### config.mk
export PLATFORM = sky130hd
export DESIGN_NAME = servo_command_frame_parser
export DESIGN_NICKNAME = d
export VERILOG_FILES = /design/src/scfp_pkg.sv /design/src/scfp_decode.sv /design/src/servo_command_frame_parser.sv
export SDC_FILE = /design/constraint.sdc
export NUM_CORES = 1
export LEC_CHECK = 0
export ABC_AREA = 1
export ABC_CLOCK_PERIOD_IN_PS = 4400
export BUFFER_PORTS_ARGS = -buffer_cell sky130_fd_sc_hd__clkbuf_2
export CAP_MARGIN = 10
export CORE_MARGIN = 2
export CORE_UTILIZATION = 30
export CTS_CLUSTER_SIZE = 8
export DETAILED_ROUTE_END_ITERATION = 10
export PLACE_DENSITY = 0.5
export SYNTH_ARGS = -nofsm -noshare
export SYNTH_HDL_FRONTEND = slang
export SYNTH_SLANG_ARGS = --single-unit
### constraint.sdc
create_clock -name clk -period 4.4 [get_ports clk]
set_input_delay 0.88 -clock clk [delete_from_list [all_inputs] [get_ports clk]]
set_output_delay 0.88 -clock clk [all_outputs]
set_load 0.005 [all_outputs]
### src/scfp_pkg.sv
// shared constants, types and codes for the servo command frame parser
package scfp_pkg;

  // frame geometry
  localparam int FRAME_LEN    = 6;
  localparam int NUM_CHANNELS = 3;
  localparam int CNT_W        = $clog2(FRAME_LEN + 1);

  // only the header, position and channel bytes are ever looked at
  localparam int HDR_IDX    = 0;
  localparam int POS_HI_IDX = 1;
  localparam int POS_LO_IDX = 2;
  localparam int CHAN_IDX   = 3;
  localparam int KEEP_BYTES = 4;
  localparam int KEEP_IDX_W = $clog2(KEEP_BYTES);

  // character constants
  localparam logic [7:0] HDR_CHAR   = 8'h48;  // 'H'
  localparam logic [7:0] DIGIT_BASE = 8'h31;  // '1'

  // transaction codes
  localparam logic OP_BYTE = 1'b0;
  localparam logic OP_POLL = 1'b1;

  localparam logic EV_UPDATE  = 1'b0;
  localparam logic EV_DISCARD = 1'b1;

  typedef logic [KEEP_BYTES-1:0][7:0] frame_t;

  typedef struct packed {
    logic [CNT_W-1:0] count;
    logic             activity;
  } ctl_t;

  typedef struct packed {
    logic        event_res;
    logic [1:0]  channel;
    logic [15:0] position;
  } result_t;

  typedef struct packed {
    ctl_t                  ctl;
    logic                  wr_en;
    logic [KEEP_IDX_W-1:0] wr_idx;
    logic                  res_valid;
    result_t               res;
  } dec_t;

endpackage

### src/scfp_decode.sv
// next-state and result logic for one accepted transaction
module scfp_decode (
  input  logic                 opcode,
  input  logic [7:0]           data_byte,
  input  scfp_pkg::ctl_t       ctl,
  input  scfp_pkg::frame_t     frame,
  output scfp_pkg::dec_t       dec
);

  scfp_pkg::frame_t view;
  logic [7:0]       chan_full;
  logic             last_byte;
  logic             frame_ok;

  always_comb begin
    // merge the incoming byte so a short frame decodes on its last byte
    for (int i = 0; i < scfp_pkg::KEEP_BYTES; i++) begin
      if (ctl.count == scfp_pkg::CNT_W'(i)) begin
        view[i] = data_byte;
      end else begin
        view[i] = frame[i];
      end
    end
  end

  assign chan_full = view[scfp_pkg::CHAN_IDX] - scfp_pkg::DIGIT_BASE;
  assign last_byte = (ctl.count == scfp_pkg::CNT_W'(scfp_pkg::FRAME_LEN - 1));
  assign frame_ok  = (view[scfp_pkg::HDR_IDX] == scfp_pkg::HDR_CHAR)
                  && (view[scfp_pkg::CHAN_IDX] >= scfp_pkg::DIGIT_BASE)
                  && (chan_full < 8'(scfp_pkg::NUM_CHANNELS));

  always_comb begin
    dec           = '0;
    dec.ctl       = ctl;
    dec.wr_idx    = ctl.count[scfp_pkg::KEEP_IDX_W-1:0];
    case (opcode)
      scfp_pkg::OP_BYTE: begin
        dec.wr_en        = (ctl.count < scfp_pkg::CNT_W'(scfp_pkg::KEEP_BYTES));
        dec.ctl.activity = 1'b1;
        if (last_byte) begin
          dec.ctl.count = '0;
          if (frame_ok) begin
            dec.res_valid        = 1'b1;
            dec.res.event_res    = scfp_pkg::EV_UPDATE;
            dec.res.channel      = chan_full[1:0];
            dec.res.position     = {view[scfp_pkg::POS_HI_IDX], view[scfp_pkg::POS_LO_IDX]};
          end
        end else begin
          dec.ctl.count = ctl.count + 1'b1;
        end
      end
      scfp_pkg::OP_POLL: begin
        if (ctl.activity) begin
          dec.ctl.activity = 1'b0;
        end else if (ctl.count != '0) begin
          dec.ctl.count     = '0;
          dec.res_valid     = 1'b1;
          dec.res.event_res = scfp_pkg::EV_DISCARD;
        end
      end
      default: begin
        dec.ctl = ctl;
      end
    endcase
  end

endmodule

### src/servo_command_frame_parser.sv
// servo command frame parser top level: frame store, control state and output skid
// a result is registered in the output slot, or in the skid slot while the output is stalled
// throughput: one transaction per cycle while in_stall is low; the decode is a single pass of compare logic
// in_stall is high exactly while the skid slot is full
// reset: synchronous active-low rst_n clears the byte count, activity flag and
// both output slots; stored frame bytes are left as they are
module servo_command_frame_parser (
  input  logic        clk,
  input  logic        rst_n,
  // input channel
  input  logic        in_valid,
  output logic        in_stall,
  input  logic        in_opcode,
  input  logic [7:0]  in_data_byte,
  // result channel
  output logic        out_valid,
  input  logic        out_stall,
  output logic        out_event_res,
  output logic [1:0]  out_channel,
  output logic [15:0] out_position
);

  // control state: bytes held and activity since last poll
  scfp_pkg::ctl_t   ctl_r;
  // only the bytes that the decode reads are kept
  scfp_pkg::frame_t frame_r;

  scfp_pkg::dec_t   dec;
  logic             in_acc;

  // output register plus one skid slot
  logic              out_valid_r;
  logic              out_valid_nxt;
  scfp_pkg::result_t out_r;
  scfp_pkg::result_t out_nxt;
  logic              skid_valid_r;
  logic              skid_valid_nxt;
  scfp_pkg::result_t skid_r;
  scfp_pkg::result_t skid_nxt;
  logic              new_res;
  logic              out_free;

  assign in_stall = skid_valid_r;
  assign in_acc   = in_valid && !in_stall;

  scfp_decode u_decode (
    .opcode    (in_opcode),
    .data_byte (in_data_byte),
    .ctl       (ctl_r),
    .frame     (frame_r),
    .dec       (dec)
  );

  // control state follows every accepted transaction
  always_ff @(posedge clk) begin
    if (!rst_n) begin
      ctl_r <= '0;
    end else if (in_acc) begin
      ctl_r <= dec.ctl;
    end
  end

  // frame bytes, no reset: a byte is always written before it is read
  always_ff @(posedge clk) begin
    if (in_acc && dec.wr_en) begin
      frame_r[dec.wr_idx] <= in_data_byte;
    end
  end

  // output slot loads when empty or being taken; otherwise a new result parks in skid
  assign new_res  = in_acc && dec.res_valid;
  assign out_free = !out_valid_r || !out_stall;

  always_comb begin
    out_valid_nxt  = out_valid_r;
    out_nxt        = out_r;
    skid_valid_nxt = skid_valid_r;
    skid_nxt       = skid_r;
    if (out_free) begin
      if (skid_valid_r) begin
        out_valid_nxt  = 1'b1;
        out_nxt        = skid_r;
        skid_valid_nxt = 1'b0;
      end else begin
        out_valid_nxt = new_res;
        out_nxt       = dec.res;
      end
    end else if (new_res) begin
      skid_valid_nxt = 1'b1;
      skid_nxt       = dec.res;
    end
  end

  always_ff @(posedge clk) begin
    if (!rst_n) begin
      out_valid_r  <= 1'b0;
      skid_valid_r <= 1'b0;
    end else begin
      out_valid_r  <= out_valid_nxt;
      skid_valid_r <= skid_valid_nxt;
    end
  end

  // payload registers need no reset
  always_ff @(posedge clk) begin
    out_r  <= out_nxt;
    skid_r <= skid_nxt;
  end

  assign out_valid     = out_valid_r;
  assign out_event_res = out_r.event_res;
  assign out_channel   = out_r.channel;
  assign out_position  = out_r.position;

endmodule

==> results.tsv, run 1 <==
stage	metric	value	unit
outcome	status	completed	
route	Residual DRC	0	
power_and_ir_drop	Power per Cell Area	413	mW/mm²
global_route	Total GRT Usage	11.9	%
sta	Tmin final	3.12	ns
critical_path	critical path type	register to register	
sta	post-route clock skew	0.00613	ns
floorplan	number of I/O pins	34	
sta	Worst Max-Slew Pin Slew	1.20	ns
sta	RSZ-0062 raised after global routing	false	
critical_path	Slowest-stage cell, CP	ha_1	
critical_path	max incr delay on CP	0.44	ns
route	via count	2410	
critical_path	startpoint type of the worst setup path	register	
sta	Achievable Freq	0.321	GHz
global_route	vias in the first global route	2258	
synthesis	Yosys Warn Count	0	
synthesis	share of the synthesized area in the top cell type	57.5	%
route	DRT Wirelength	7190	µm
global_route	GRT Residual Overflow	0	
global_route	first-pass GRT wire length	11800	µm
synthesis	largest area contributor in the netlist	edfxtp_1	
critical_path	CP arrival	3.14	ns
sta	final hold violation count	0	
critical_path	WP data required	4.42	ns
route	drt first pass iters	4	
sta	Final Slew Violations	0	
power_and_ir_drop	Leak Pwr	1.85	nW
synthesis	sequential-to-total area share from yosys stat	60.8	%
floorplan	total die area	0.0131	mm²
floorplan	initial core utilization	30.6	%
synthesis	Post-Syn Area	0.00366	mm²
clocking	CTS Hold Bufs	0	
route	DR iter-0 viols	143	
critical_path	CP endpoint kind	register	
critical_path	most used cell, CP	nand2_1	
placed_design	routability cong.	0.888	
placed_design	dpl hpwl	5380	µm
synthesis	Post-Synthesis Cells	372	
sta	Final period util	70.9	%
clocking	CTS tree	done	
clocking	total CTS buffers	9	
route	average via count per standard cell	4.33	
floorplan	core area	0.0120	mm²
final_layout	cell area after layout	0.00429	mm²
power_and_ir_drop	worst vdd ir	295	µV
flow_run	Max Cap Violations	0	
clocking	Worst-path clk slew	0.06	ns
synthesis	number of synthesized register bits	76	
sta	setup violators final	0	
floorplan	chip height	114	µm
floorplan	# rows	40	
clocking	H-tree depth	3	
final_layout	# nets final	421	
final_layout	Util after Layout	35.9	%
min_path	worst hold-check path type	register to register	
placed_design	DP Cell Count	541	
sta	post-route setup TNS	0	ns
critical_path	CP top delay family	simple AND/OR/NAND/NOR gates	
clocking	Worst-Skew Late Latency	0.33	ns
placed_design	I/O Buffers	33	
sta	relative slew slack	19.1	%
critical_path	crit-path max FO	19	
route	per-cell routed wire length	12.9	µm
route	post-route ant nets	0	
floorplan	die width	114	µm
clocking	Longest Clk Path Bufs	2	
clocking	clock tree sinks	76	
final_layout	Area Growth Syn to Fin	17.4	%
placed_design	Placed Instance Area	0.00393	mm²
clocking	Post-CTS Setup Inserts	0	
final_layout	ant diodes	0	
synthesis	Yosys cell types	26	
critical_path	crit-path cells	nand2_1 > inv_1 > ha_1 > inv_2 > nand2_1 > nand2_4 > ha_1 > nand3_1 > o21ai_1 > nand2_2 > nand2_2 > o21bai_1 > nand2_1 > nor2_1 > buf_4	
global_route	initial antenna violation count	0	
synthesis	Mapped Nets	388	
global_route	largest net degree at the start of global routing	39	
synthesis	Area contributors post-synth	edfxtp_1, nand2_1, nor2_1, a21oi_1, inv_1	
critical_path	worst path bufs/invs	3	
synthesis	Avg Inst Size Synth	9.83	µm²
clocking	CTS resizes	0	
clocking	clk root buf	clkbuf_16	
final_layout	Finished Layout Cells	557	
final_layout	layout cell share with drive strength beyond 1	19.0	%
-- final timing paths --
check | startpoint | end | slack (ns) | cells after the start
worst max-delay path | ctl_r[2] | skid_r[17] | 1.28 | 15
worst min-delay path | ctl_r[0] | ctl_r[0] | 0.47 | 2
worst max register to register | ctl_r[2] | skid_r[17] | 1.28 | 15
worst min register to register | ctl_r[0] | ctl_r[0] | 0.47 | 2
-- final cells by class --
cell class                      count  area (µm²)
Sequential cell                    76        2220
Fill cell                        1188        7670
Clock inverter                      7         138
Timing Repair Buffer               35         180
Multi-Input combinational cell    240        1180
Inverter                           43         161
Clock buffer                        9         225
Tap cell                          147         184
-- cell usage after synthesis, drive strengths merged --
library cell,n
nor3,1
clkinv,1
inv,42
nand3,7
nand4,17
ha,3
nor2,82
o21bai,1
a21oi,32
clkbuf,6
buf,7
nand3b,1
nand2,80
o21ai,15
dfxtp,6
or2,1
edfxtp,70
-- power by group --
group	total (mW)	switching, mW	internal (mW)
clock	0.887	0.277	0.610
sequential	0.805	0.00433	0.800
combinational	0.0797	0.0579	0.0218
total	1.77	0.339	1.43
-- logic make-up (layout without fill, tap and decap cells) --
family | count (synthesis) | count (layout) | synth area share, %
DFF | 76 | 76 | 60.8
and+or+nand+nor | 189 | 189 | 24.4
adders and majority gates | 3 | 3 | 1.03
AOI/OAI and AO/OA | 48 | 48 | 6.95
buffers and inverters | 56 | 94 | 6.91
-- registers in the layout (all words and copies together), names as in the netlist --
signal         count
ctl_r              4
frame_r           32
in_stall           1
out_channel        2
out_event_res      1
out_position      16
out_valid          1
skid_r            19
-- routing by layer --
metal,share of wire (%),global-route usage [%],vias to the layer above
met2,43,16.9,54
li1,-,-,1306
met4,1.2,4.47,0
met5,0,0,-
met3,4.3,4.08,6
met1,52,16.9,1044
-- through the flow --
step	worst slack (ns)	total power, mW	hold slack, ns
after floorplan	1.20	0.868	0.444
after global placement	1.30	0.900	0.457
after detailed placement	1.23	0.901	0.467
after CTS	1.26	1.79	0.475
after global routing	0.939	1.84	0.491
final	1.28	1.77	0.466
-- worst reg2reg max path, delay by kind of cell (launching register included) --
kind | cells | cell delay (ns)
AOI/OAI and AO/OA | 2 | 0.23
adders and majority gates | 2 | 0.66
buffers and inverters | 3 | 0.49
DFF | 1 | 0.39
and+or+nand+nor | 8 | 1.03
-- placed cells by master, fill, tap and decap left out --
cell type and n:
nand3_1 7, buf_4 2, nand2_2 5, nor2_4 12
o21bai_1 1, dfxtp_1 6, inv_2 5, a21oi_1 31
o21ai_1 9, nand2_1 73, bufinv_16 4, nand4_1 17
clkinv_2 1, edfxtp_1 70, inv_1 37, nand3b_1 1
a21oi_4 1, nor3_1 1, inv_6 1, ha_1 3
nand2_4 2, clkbuf_2 33, or2_2 1, nor2_1 68
clkinv_1 2, nor2_2 2, clkbuf_16 9, o21ai_0 6
No activity file was read; power rests on OpenSTA's default activity.
==> inputs of run 2 (changes only) <==
--- a/config.mk
+++ b/config.mk
@@ -6,14 +6,14 @@
 export NUM_CORES = 1
 export LEC_CHECK = 0
 export ABC_AREA = 1
-export ABC_CLOCK_PERIOD_IN_PS = 4400
+export ABC_CLOCK_PERIOD_IN_PS = 2800
 export BUFFER_PORTS_ARGS = -buffer_cell sky130_fd_sc_hd__clkbuf_2
 export CAP_MARGIN = 10
 export CORE_MARGIN = 2
 export CORE_UTILIZATION = 30
 export CTS_CLUSTER_SIZE = 8
 export DETAILED_ROUTE_END_ITERATION = 10
-export PLACE_DENSITY = 0.5
+export PLACE_DENSITY = 0.52
 export SYNTH_ARGS = -nofsm -noshare
 export SYNTH_HDL_FRONTEND = slang
 export SYNTH_SLANG_ARGS = --single-unit
==> constraint.sdc (replaced) <==
create_clock -name clk -period 2.8 [get_ports clk]
set_input_delay 0.56 -clock clk [delete_from_list [all_inputs] [get_ports clk]]
set_output_delay 0.56 -clock clk [all_outputs]
set_load 0.005 [all_outputs]
==> results.tsv, run 2 (synthesis gave the netlist of run 1 again) <==
stage	metric	value	unit	change
final_layout	layout cell share with drive strength beyond 1	20.9	%	+1.9 points
final_layout	Biggest register	frame_r		
sta	RSZ-0062 raised after global routing	false		
min_path	worst hold-check path type	input port to register		
global_route	vias in the first global route	2407		+6.6%
final_layout	cell area after layout	0.00429	mm²	about the same
critical_path	FF-to-FF setup slack	0.23	ns	-1.05 ns
placed_design	DP Worst Slack	0.170	ns	-1.06 ns
global_route	GRT Residual Overflow	0		unchanged
clocking	Post-CTS Setup Inserts	0		unchanged
floorplan	core area	0.0120	mm²	unchanged
route	DR iter-0 viols	178		+24%
route	post-route ant nets	0		unchanged
flow_run	Max Cap Violations	0		unchanged
clocking	clock tree sinks	76		unchanged
clocking	H-tree depth	3		unchanged
global_route	initial antenna violation count	0		unchanged
critical_path	crit-path max FO	19		unchanged
route	per-cell routed wire length	13.2	µm	+2.1%
power_and_ir_drop	Comb power frac	5.1	%	+0.6 points
floorplan	total die area	0.0131	mm²	unchanged
clocking	Worst-Skew Late Latency	0.33	ns	about the same
critical_path	startpoint type of the worst setup path	register		
power_and_ir_drop	Power per Cell Area	593	mW/mm²	+44%
min_path	hold depth	3		+1
placed_design	routability cong.	0.869		-2.2%
final_layout	ant diodes	0		unchanged
final_layout	most frequent cells in the layout	nand2_1, edfxtp_1, nor2_1		
floorplan	initial core utilization	30.6	%	unchanged
power_and_ir_drop	Seq pwr share	49.6	%	+4.2 points
floorplan	chip height	114	µm	unchanged
clocking	total CTS buffers	9		unchanged
clocking	clk root buf	clkbuf_16		
sta	Final period util	91.8	%	+21 points
min_path	HP Start	rst_n		
route	Residual DRC	0		unchanged
power_and_ir_drop	Clk pwr share	45.3	%	-4.8 points
critical_path	crit-path cells	nand2_1 > inv_1 > ha_2 > inv_2 > nand2_1 > nand2_4 > ha_1 > inv_1 > nand2_1 > nor2_1 > nand2_1 > nor2_2 > nand2_2 > o21bai_1 > nand2_1 > nor2_2 > buf_12		
placed_design	DP Cell Count	547		+1.1%
sta	Worst Max-Slew Pin Slew	0.673	ns	-0.532 ns
min_path	Worst Hold End	in_stall		
final_layout	# nets final	427		+1.4%
power_and_ir_drop	Design Power	2.55	mW	+44%
placed_design	dpl hpwl	5410	µm	+0.64%
global_route	largest net degree at the start of global routing	39		unchanged
global_route	Total GRT Usage	12.2	%	+0.31 points
power_and_ir_drop	Leak Pwr	1.85	nW	-0.23%
critical_path	WP data required	2.84	ns	-1.58 ns
floorplan	number of I/O pins	34		unchanged
power_and_ir_drop	P_int	1.99	mW	+39%
sta	worst hold margin	0.457	ns	-0.00891 ns
final_layout	Area Growth Syn to Fin	17.4	%	about the same
sta	setup violators final	0		unchanged
final_layout	max FFs per register	32		unchanged
critical_path	most used cell, CP	nand2_1		
final_layout	commonest non-fill, non-tap cell in the layout	nand2_1		
final_layout	Util after Layout	35.9	%	about the same
power_and_ir_drop	worst vdd ir	300	µV	+1.5%
sta	Achievable Freq	0.389	GHz	+21%
route	drt first pass iters	6		+2
critical_path	CP endpoint kind	register		
placed_design	I/O Buffers	33		unchanged
sta	post-route clock skew	0.00808	ns	+0.00195 ns
sta	Final Slew Violations	0		unchanged
outcome	status	completed		
critical_path	critical path type	register to register		
sta	final hold violation count	0		unchanged
critical_path	CP arrival	2.61	ns	-0.53 ns
clocking	CTS tree	done		
critical_path	max incr delay on CP	0.40	ns	-0.04 ns
sta	Tmin final	2.57	ns	-0.550 ns
sta	post-route setup TNS	0	ns	unchanged
critical_path	Slowest-stage cell, CP	dfxtp_1		
route	via count	2522		+4.6%
clocking	Worst-path clk slew	0.06	ns	about the same
floorplan	# rows	40		unchanged
power_and_ir_drop	switching pwr	0.559	mW	+65%
global_route	first-pass GRT wire length	12200	µm	+3.4%
floorplan	die width	114	µm	unchanged
power_and_ir_drop	sw frac	22.0	%	+2.8 points
route	average via count per standard cell	4.48		+3.5%
route	DRT Wirelength	7420	µm	+3.2%
critical_path	worst r2r path cells	17		+2
critical_path	R2R Path End	skid_r[11]		
final_layout	Finished Layout Cells	563		+1.1%
placed_design	Placed Instance Area	0.00399	mm²	+1.5%
sta	Final WS setup	0.231	ns	-1.05 ns
clocking	Longest Clk Path Bufs	2		unchanged
sta	relative slew slack	55.0	%	+36 points
critical_path	worst reg2reg path startpoint	ctl_r[2]		
final_layout	Fillers	1204		+1.3%
-- run 2: power groups by stage --
stage	clock, mW	combinational (mW)	sequential [mW]
4_1_cts	1.18	0.132	1.26
5_1_grt	1.25	0.146	1.26
2_1_floorplan	0	0.0744	1.29
6_report	1.15	0.129	1.26
3_3_place_gp	0	0.132	1.29
3_5_place_dp	0	0.132	1.29
-- run 2: repair_timing --
action,CTS,global route
gates resized for setup,0,2
endpoints found under the hold margin,0,0
hold buffers,0,0
setup endpoints to repair,0,20
-- run 2: how the worst max path moves through the flow --
stage	startpoint	end	slack [ns]
2_1_floorplan	ctl_r[2]	skid_r[0]	0.006
3_3_place_gp	ctl_r[2]	out_position[9]	0.22
3_5_place_dp	ctl_r[3]	skid_r[13]	0.17
4_1_cts	ctl_r[3]	skid_r[2]	0.16
5_1_grt	ctl_r[2]	skid_r[2]	0.01
6_report	ctl_r[2]	skid_r[11]	0.23
-- run 2: area by class of cell --
| type | instances | area (µm²) | area share, % |
|---|---|---|---|
| Sequential cell | 76 | 2220 | 51.8 |
| Multi-Input combinational cell | 240 | 1190 | 27.7 |
| Timing Repair Buffer | 41 | 238 | 5.54 |
| Clock buffer | 9 | 225 | 5.24 |
| Tap cell | 147 | 184 | 4.28 |
| Inverter | 43 | 161 | 3.76 |
| Clock inverter | 7 | 75.1 | 1.75 |
-- run 2: metal layers --
layer / routed length [µm] / vias up / track usage [%]
met5: 0 / - / 0
met4: 66 / 0 / 4.72
met3: 427 / 4 / 4.02
met2: 3410 / 64 / 18.7
met1: 3510 / 1136 / 16.2
li1: - / 1318 / -
-- run 2: worst max-delay path: cells and delay by family, from the launching register on --
kind,cells,cell delay (ns)
DFF,1,0.40
buffers and inverters,4,0.39
adders and majority gates,2,0.41
and+or+nand+nor,10,0.93
AOI/OAI and AO/OA,1,0.12
